[config.mk]
export PLATFORM = sky130hd
export DESIGN_NAME = uvs_out
export DESIGN_NICKNAME = d
export VERILOG_FILES = /design/src/rtl/uvs_pkg.sv /design/src/rtl/uvs_out.sv
export SDC_FILE = /design/constraint.sdc
export NUM_CORES = 2
export LEC_CHECK = 0
export ABC_AREA = 1
export BUFFER_PORTS_ARGS = -buffer_cell sky130_fd_sc_hd__buf_2
export CELL_PAD_IN_SITES_DETAIL_PLACEMENT = 1
export CELL_PAD_IN_SITES_GLOBAL_PLACEMENT = 1
export CORE_MARGIN = 4
export CORE_UTILIZATION = 45
export DETAILED_ROUTE_END_ITERATION = 7
export PLACE_DENSITY = 0.79
export SLEW_MARGIN = 30
export SYNTH_ARGS = -nofsm -noshare
export SYNTH_HDL_FRONTEND = slang
export SYNTH_SLANG_ARGS = --single-unit
[constraint.sdc]
create_clock -name clk -period 24 [get_ports clk]
set_input_delay 1.2 -clock clk [delete_from_list [all_inputs] [get_ports clk]]
set_output_delay 1.2 -clock clk [all_outputs]
set_load 0.005 [all_outputs]
[src/rtl/uvs_pkg.sv]
package uvs_pkg;

    localparam int CNT_W = 11;
    localparam int IDX_W = 21;
    localparam int POS_W = 16;
    localparam int TEX_W = 17;
    localparam int PH_W = 32;
    localparam int CW = 34;
    localparam int Q_W = PH_W + 1;

    localparam logic [CNT_W-1:0] MAX_DIVISIONS = CNT_W'(1024);
    localparam int CORDIC_ITERATIONS = 16;
    localparam int DIV_BITS_PER_STAGE = 2;
    localparam int DIV_STAGES = PH_W / DIV_BITS_PER_STAGE;
    localparam int TEX_FRAC = 16;
    localparam int LAT_FRAC = 31;
    localparam int LON_FRAC = 32;

    localparam logic [PH_W-1:0] QUARTER_TURN = 32'h4000_0000;
    localparam logic signed [CW-1:0] CORDIC_GAIN_START = 34'sd652032874;
    localparam logic signed [POS_W-1:0] ONE_Q14 = 16'sd16384;
    localparam logic [TEX_W-1:0] TEX_ONE = 17'h10000;

    localparam logic [1:0] QUAD_0 = 2'd0;
    localparam logic [1:0] QUAD_1 = 2'd1;
    localparam logic [1:0] QUAD_2 = 2'd2;

    typedef struct packed {
        logic [CNT_W-1:0] i;
        logic [CNT_W-1:0] j;
        logic [CNT_W-1:0] lon_rem;
        logic [CNT_W-1:0] lat_rem;
        logic [Q_W-1:0]   lon_q;
        logic [Q_W-1:0]   lat_q;
        logic             lon_rnd;
        logic [PH_W-1:0]  lat_ph;
        logic             lat_rnd;
        logic [TEX_W-1:0] u_q;
        logic             u_rnd;
        logic [TEX_W-1:0] v_q;
        logic             v_rnd;
    } div_t;

    typedef struct packed {
        logic signed [CW-1:0] x;
        logic signed [CW-1:0] y;
        logic signed [CW-1:0] z;
    } rot_t;

    typedef struct packed {
        logic [CNT_W-1:0] i;
        logic [CNT_W-1:0] j;
        logic [TEX_W-1:0] u;
        logic [TEX_W-1:0] v;
        logic [1:0]       qa;
        logic [1:0]       qb;
        rot_t             ra;
        rot_t             rb;
    } cor_t;

    typedef struct packed {
        logic [CNT_W-1:0]       i;
        logic [CNT_W-1:0]       j;
        logic [TEX_W-1:0]       u;
        logic [TEX_W-1:0]       v;
        logic signed [POS_W-1:0] cl;
        logic signed [POS_W-1:0] sl;
        logic signed [POS_W-1:0] cg;
        logic signed [POS_W-1:0] sg;
    } trig_t;

    typedef struct packed {
        logic                 lower;
        logic                 upper;
        logic [IDX_W-1:0]     bottom_next;
        logic [IDX_W-1:0]     bottom;
        logic [IDX_W-1:0]     top_next;
        logic [IDX_W-1:0]     top;
        logic [TEX_W-1:0]     v;
        logic [TEX_W-1:0]     u;
        logic signed [POS_W-1:0] z;
        logic signed [POS_W-1:0] y;
        logic signed [POS_W-1:0] x;
    } res_t;

    function automatic logic [CNT_W-1:0] eff_count(input logic [CNT_W-1:0] r);
        logic [CNT_W-1:0] e;
        if (r == '0)
            e = CNT_W'(1);
        else if (r > MAX_DIVISIONS)
            e = MAX_DIVISIONS;
        else
            e = r;
        return e;
    endfunction

    function automatic logic round_up(input logic [CNT_W-1:0] rem, input logic [CNT_W-1:0] d);
        return ({1'b0, rem} + {2'b0, d[CNT_W-1:1]}) >= {1'b0, d};
    endfunction

    function automatic logic [CW-1:0] atan_turn(input int k);
        logic [31:0] a;
        case (k)
            0:       a = 32'h20000000;
            1:       a = 32'h12E4051E;
            2:       a = 32'h09FB385B;
            3:       a = 32'h051111D4;
            4:       a = 32'h028B0D43;
            5:       a = 32'h0145D7E1;
            6:       a = 32'h00A2F61E;
            7:       a = 32'h00517C55;
            8:       a = 32'h0028BE53;
            9:       a = 32'h00145F2F;
            10:      a = 32'h000A2F98;
            11:      a = 32'h000517CC;
            12:      a = 32'h00028BE6;
            13:      a = 32'h000145F3;
            14:      a = 32'h0000A2FA;
            15:      a = 32'h0000517D;
            16:      a = 32'h000028BE;
            17:      a = 32'h0000145F;
            18:      a = 32'h00000A30;
            19:      a = 32'h00000518;
            20:      a = 32'h0000028C;
            21:      a = 32'h00000146;
            22:      a = 32'h000000A3;
            23:      a = 32'h00000051;
            default: a = 32'h0;
        endcase
        return CW'(a);
    endfunction

    function automatic rot_t rot_step(input rot_t v, input int n);
        rot_t r;
        logic signed [CW-1:0] dx;
        logic signed [CW-1:0] dy;
        dx = v.x >>> n;
        dy = v.y >>> n;
        if (!v.z[CW-1])
        begin
            r.x = v.x - dy;
            r.y = v.y + dx;
            r.z = v.z - $signed(atan_turn(n));
        end
        else
        begin
            r.x = v.x + dy;
            r.y = v.y - dx;
            r.z = v.z + $signed(atan_turn(n));
        end
        return r;
    endfunction

    function automatic logic signed [POS_W-1:0] sat_q14(input logic signed [CW-1:0] v);
        logic signed [POS_W-1:0] r;
        if (v > CW'(ONE_Q14))
            r = ONE_Q14;
        else if (v < -CW'(ONE_Q14))
            r = -ONE_Q14;
        else
            r = v[POS_W-1:0];
        return r;
    endfunction

    function automatic logic signed [POS_W-1:0] cordic_fix(input logic signed [CW-1:0] v);
        logic signed [CW-1:0] s;
        s = (v + 34'sd32768) >>> 16;
        return sat_q14(s);
    endfunction

endpackage

[src/rtl/uvs_out.sv]
module uvs_out (
    input  logic                       clk,
    input  logic                       rst_n,
    input  logic                       in_valid,
    output logic                       in_ready,
    input  uvs_pkg::trig_t             in_data,
    input  logic [uvs_pkg::CNT_W-1:0]  lon_cnt,
    input  logic [uvs_pkg::CNT_W-1:0]  lat_cnt,
    output logic                       out_valid,
    input  logic                       out_ready,
    output uvs_pkg::res_t              out_data
);
    import uvs_pkg::*;

    typedef struct packed {
        logic signed [2*POS_W-1:0] px;
        logic signed [2*POS_W-1:0] pz;
        logic signed [POS_W-1:0]   sl;
        logic [TEX_W-1:0]          u;
        logic [TEX_W-1:0]          v;
        logic [IDX_W-1:0]          base;
        logic [CNT_W-1:0]          j;
        logic                      upper;
        logic                      lower;
    } mul_t;

    logic  mul_vld_reg;
    logic  res_vld_reg;
    logic  mul_rdy;
    logic  res_rdy;
    mul_t  mul_reg;
    mul_t  mul_next;
    res_t  res_reg;
    res_t  res_next;

    always_comb
    begin
        logic in_grid;
        in_grid = (in_data.i < lat_cnt) && (in_data.j < lon_cnt);
        mul_next.px = in_data.cl * in_data.cg;
        mul_next.pz = in_data.cl * in_data.sg;
        mul_next.sl = in_data.sl;
        mul_next.u = in_data.u;
        mul_next.v = in_data.v;
        mul_next.base = IDX_W'(in_data.i) * (IDX_W'(lon_cnt) + IDX_W'(1));
        mul_next.j = in_data.j;
        mul_next.upper = in_grid && (in_data.i != '0);
        mul_next.lower = in_grid && (in_data.i != lat_cnt - CNT_W'(1));
    end

    always_comb
    begin
        logic [IDX_W-1:0] top;
        logic [IDX_W-1:0] bottom;
        top = mul_reg.base + IDX_W'(mul_reg.j);
        bottom = top + IDX_W'(lon_cnt) + IDX_W'(1);
        res_next.x = sat_q14((CW'(mul_reg.px) + 34'sd8192) >>> 14);
        res_next.z = sat_q14((CW'(mul_reg.pz) + 34'sd8192) >>> 14);
        res_next.y = mul_reg.sl;
        res_next.u = mul_reg.u;
        res_next.v = mul_reg.v;
        res_next.top = top;
        res_next.top_next = top + IDX_W'(1);
        res_next.bottom = bottom;
        res_next.bottom_next = bottom + IDX_W'(1);
        res_next.upper = mul_reg.upper;
        res_next.lower = mul_reg.lower;
    end

    assign res_rdy = !res_vld_reg || out_ready;
    assign mul_rdy = !mul_vld_reg || res_rdy;

    always_ff @(posedge clk or negedge rst_n)
    begin
        if (!rst_n)
        begin
            mul_vld_reg <= 1'b0;
            res_vld_reg <= 1'b0;
        end
        else
        begin
            if (mul_rdy)
                mul_vld_reg <= in_valid;
            if (res_rdy)
                res_vld_reg <= mul_vld_reg;
        end
    end

    always_ff @(posedge clk)
    begin
        if (mul_rdy && in_valid)
            mul_reg <= mul_next;
        if (res_rdy && mul_vld_reg)
            res_reg <= res_next;
    end

    assign in_ready = mul_rdy;
    assign out_valid = res_vld_reg;
    assign out_data = res_reg;

endmodule

After elaboration in Yosys (flattened, before gate mapping)
Cells that the tools add are included.
Widths: inputs -> output; s select.
{"block": "word_totals", "ff_bits": 318, "latchBits": 0, "mem_bits_rw": 0, "romBits": 0, "input_bits": 146, "output_inout_bits": 170, "word_cells": 57, "mem_count": 0}
{"block": "classes", "addsub": 9, "multipliers": 3, "div": 0, "order_cmp": 6, "eq_ne": 1, "n_shift": 0, "n_mux": 2, "bitwise": 0, "reduce_logical": 12}
{"op": "$add 32x15->33 const B", "n": 2}
{"op": "$mul 16x16->32", "n": 2}
{"op": "$add 21x1->21 const B", "n": 3}
{"op": "$add 21x11->21", "n": 2}
{"op": "$gt 19x16->1 const B", "n": 2}
{"op": "$lt 19x15->1 const B", "n": 2}
{"op": "$mux 16", "n": 2}
{"op": "$lt 11x11->1", "n": 2}
{"op": "$mul 11x12->21", "n": 1}
{"op": "$add 11x1->12 const B", "n": 1}
{"op": "$ne 11x11->1", "n": 1}
{"op": "$reduce_bool 11->1", "n": 1}
{"op": "$sub 11x1->11 const B", "n": 1}
{"op": "$logic_and 1x1->1", "n": 5}
{"op": "$reduce_or 2->1", "n": 2}
{"op": "$logic_not 1->1", "n": 2}
{"op": "$logic_or 1x1->1", "n": 2}

Depth between registers and ports, before layout
{"block": "depth", "depth_word": 4, "mapped_depth": 31, "ltp_nobuf": 30}

Least setup slack after synthesis
No wires, ideal clock.
{"block": "synth_timing", "path_kind": "input to register", "startpoint": "in out_ready", "endpoint": "reg res_reg (netlist bit out_data[0]), enable pin", "setup_ps": 751, "arrival_time_ps": 9304, "required_time_ps": 23249, "path_slack_ps": 13945, "cell_stages": 2, "n_path_buf": 0, "path_cell_list": "inv_1 a21oi_1"}
{"block": "synth_between", "elab_chain_len": 2}
{"element": "start: declaration", "line": "uvs_out.sv:10", "text": "input logic out_ready,"}
{"element": "$logic_or 1x1->1", "line": "uvs_out.sv:70", "text": "assign res_rdy = !res_vld_reg || out_ready;"}
{"element": "$logic_and 1x1->1", "line": "uvs_out.sv:93", "text": "if (res_rdy && mul_vld_reg)"}
{"element": "end signal: assignment", "line": "uvs_out.sv:94", "text": "res_reg <= res_next;"}
{"element": "end: declaration", "line": "uvs_out.sv:33", "text": "res_t res_reg;"}
Every way passes these cells.
A chain may end at the register's enable or synchronous reset.

==> out/results.tsv <==
metric	value	unit
outcome	completed	
routed_wl	104	mm
nFillCells	9662	
vias_per_cell	5.05	
synth-xor-area-share	0.0428	
async_flop_share	0.00685	
die_area	88500	um2
avgRoutedWirePerCell	18.7	um
layout-drive-gt1-share	0.109	
dp_cells	5479	
post-route-period-util	0.290	
fin_nets	5468	
ys_seq_elements	292	
slew_viol_final	0	
grt_max_degree	169	
drtAntennaViolNets	0	
area_growth	10.2	%
fin_worst_skew	0.0370	ns
ctsLongestPathBuffers	3	
layout_common_cells	inv_1 (1149), nand2_1 (889), fa_1 (612), buf_2 (315), edfxtp_1 (290)	
synth_area	37700	um2
synthAdderAreaFrac	0.411	
synth_edf_count	290	
synth.area.mux_share	0	
post-place-ws	16.50	ns
cts_tree	yes	
synth_compound_area_frac	0.0339	
die_h	298	um
cts_root_buf	clkbuf_16	
stdcell_count	5556	
grt.overflow.total	0	
synth_cell_types	56	
antenna_found_initial	10	
endpoint_kind	register	
place_congestion	0.886	
largest_reg_flops	168	
hold_viol	0	
ys.flop_type	edfxtp_1	
ctsHoldBuffers	0	
track_usage	0.241	
place_hpwl	84.2	mm
first_iter_violations	1354	
clock_sinks	292	
drtPass1Iterations	5	
required	24.29	ns
vias	28054	
min_period	6.96	ns
rsz0062_at_grt	false	
numCtsBuffers	39	
synth.avg_cell_area	8.98	um2
hold_slack	0.415	ns
yosys_warnings	0	
ys_seq_area_frac	0.232	
criticalPathCategory	in -> reg	
post_cts_buffers	0	
rows	105	
drc	0	
portBuffers	315	
ctsHtreeMaxLevel	2	
critPathMaxFanout	32	
fmax	144	MHz
first_global_vias	32164	
worst_slew_pin_slew	0.914	ns
synth_fp_nets	5217	
maxSlewHeadroom	0.390	
cap_violations	0	
io_pins	316	
die_x	298	um
min_path_type	reg -> reg	
start_util	0.456	
grt_pass1_wl	171	mm
setup_slack	17.04	ns
synthCells	4200	
setup_violations	0	
insertion_delay	0.58	ns
post_cts_resize_count	0	
yosys.area_share.simple	0.153	
layout_commonest_cell	inv_1	
cp-start-kind	primary input	
worstPathArrival	7.25	ns
synth_top_family_by_area	adder cells	
tns	0	ns
clk_pin_slew	0.06	ns
core_area	82600	um2
-- final timing paths --
check,from,to,slack (ns),cells past startpoint
max in group asynchronous,rst_n,out_valid,23.45,1
hold / removal,mul_reg[45],out_data[76],0.41,0
setup / recovery,in_data[57],mul_reg[147],17.04,21
hold reg to reg,mul_reg[45],out_data[76],0.41,0
setup reg to reg,mul_reg[13],out_data[160],19.61,20
min in group asynchronous,rst_n,mul_vld_reg,0.44,1
-- layout make-up --
cell class,count,area (um2),area share
Antenna cell,5,12.5,0.000301
Clock buffer,48,1010,0.0243
Clock inverter,23,238,0.00572
Inverter,1162,4370,0.105
Multi-Input combinational cell,2629,24100,0.581
Sequential cell,292,8760,0.211
Tap cell,1070,1340,0.0322
Timing Repair Buffer,327,1700,0.0409
-- worst max-delay path, stage by stage --
cell	delay [ns]
buf_2	0.57
nand2_1	0.17
fa_1	0.54
fa_1	0.60
fa_1	0.46
fa_1	0.56
inv_1	0.06
fa_1	0.55
inv_1	0.07
fa_1	0.55
inv_1	0.05
ha_1	0.30
nand2_1	0.09
nor4_1	0.38
a21oi_1	0.18
o21ai_0	0.42
nand2_1	0.11
nand2_1	0.15
nand2_1	0.07
nand2_1	0.07
xor2_1	0.07
-- synthesized netlist by cell type (3+ instances only) --
master | n | area share
nand2_4 | 5 | 0.0015
nor2_1 | 224 | 0.022
nand3_2 | 14 | 0.0037
xor2_2 | 6 | 0.0026
nor3_1 | 24 | 0.0032
o21ai_1 | 3 | 0.00040
o21ai_0 | 59 | 0.0078
xnor2_1 | 61 | 0.014
edfxtp_1 | 290 | 0.23
clkinv_1 | 6 | 0.00060
nor2_4 | 12 | 0.0036
a31oi_1 | 6 | 0.0010
o211ai_1 | 4 | 0.00080
nand2_1 | 889 | 0.088
nand3_1 | 74 | 0.0098
a21oi_1 | 125 | 0.017
o2111ai_1 | 3 | 0.00070
a21o_1 | 5 | 0.0010
xor2_1 | 109 | 0.025
inv_1 | 1150 | 0.11
ha_1 | 259 | 0.086
nand4_1 | 32 | 0.0053
inv_2 | 6 | 0.00060
o21bai_1 | 7 | 0.0014
nand3b_1 | 7 | 0.0014
nor2_2 | 22 | 0.0036
o31ai_1 | 3 | 0.00060
nor4_1 | 6 | 0.0010
nor3_2 | 5 | 0.0013
o21a_1 | 6 | 0.0012
clkbuf_1 | 113 | 0.011
fa_1 | 612 | 0.32
nand2_2 | 24 | 0.0040
-- metal layers --
metal	global-route usage	vias up	share of wire
li1	-	12925	-
met1	0.313	14360	0.43
met2	0.423	596	0.50
met3	0.0347	165	0.046
met4	0.0683	8	0.027
met5	0	-	0.00057
-- cell families after synthesis --
| kind of cell | after synthesis |
|---|---|
| adder cells (fa/ha/maj) | 871 |
| flip-flops | 292 |
| XOR/XNOR | 177 |
| AND/OR/NAND/NOR | 1350 |
| AO/OA/AOI/OAI | 231 |
| buffers and inverters | 1279 |
-- stage by stage --
stage | instance area [um2] | utilization
2_1_floorplan | 37700 | -
6_report | 41600 | 0.503
3_3_place_gp | 40300 | 0.488
4_1_cts | 41500 | 0.503
5_1_grt | 41600 | 0.503
3_5_place_dp | 40300 | 0.488
Power is left out: the tool's default activity adds up to more than one toggle a clock period on the data nets, which glitch-free logic cannot reach.
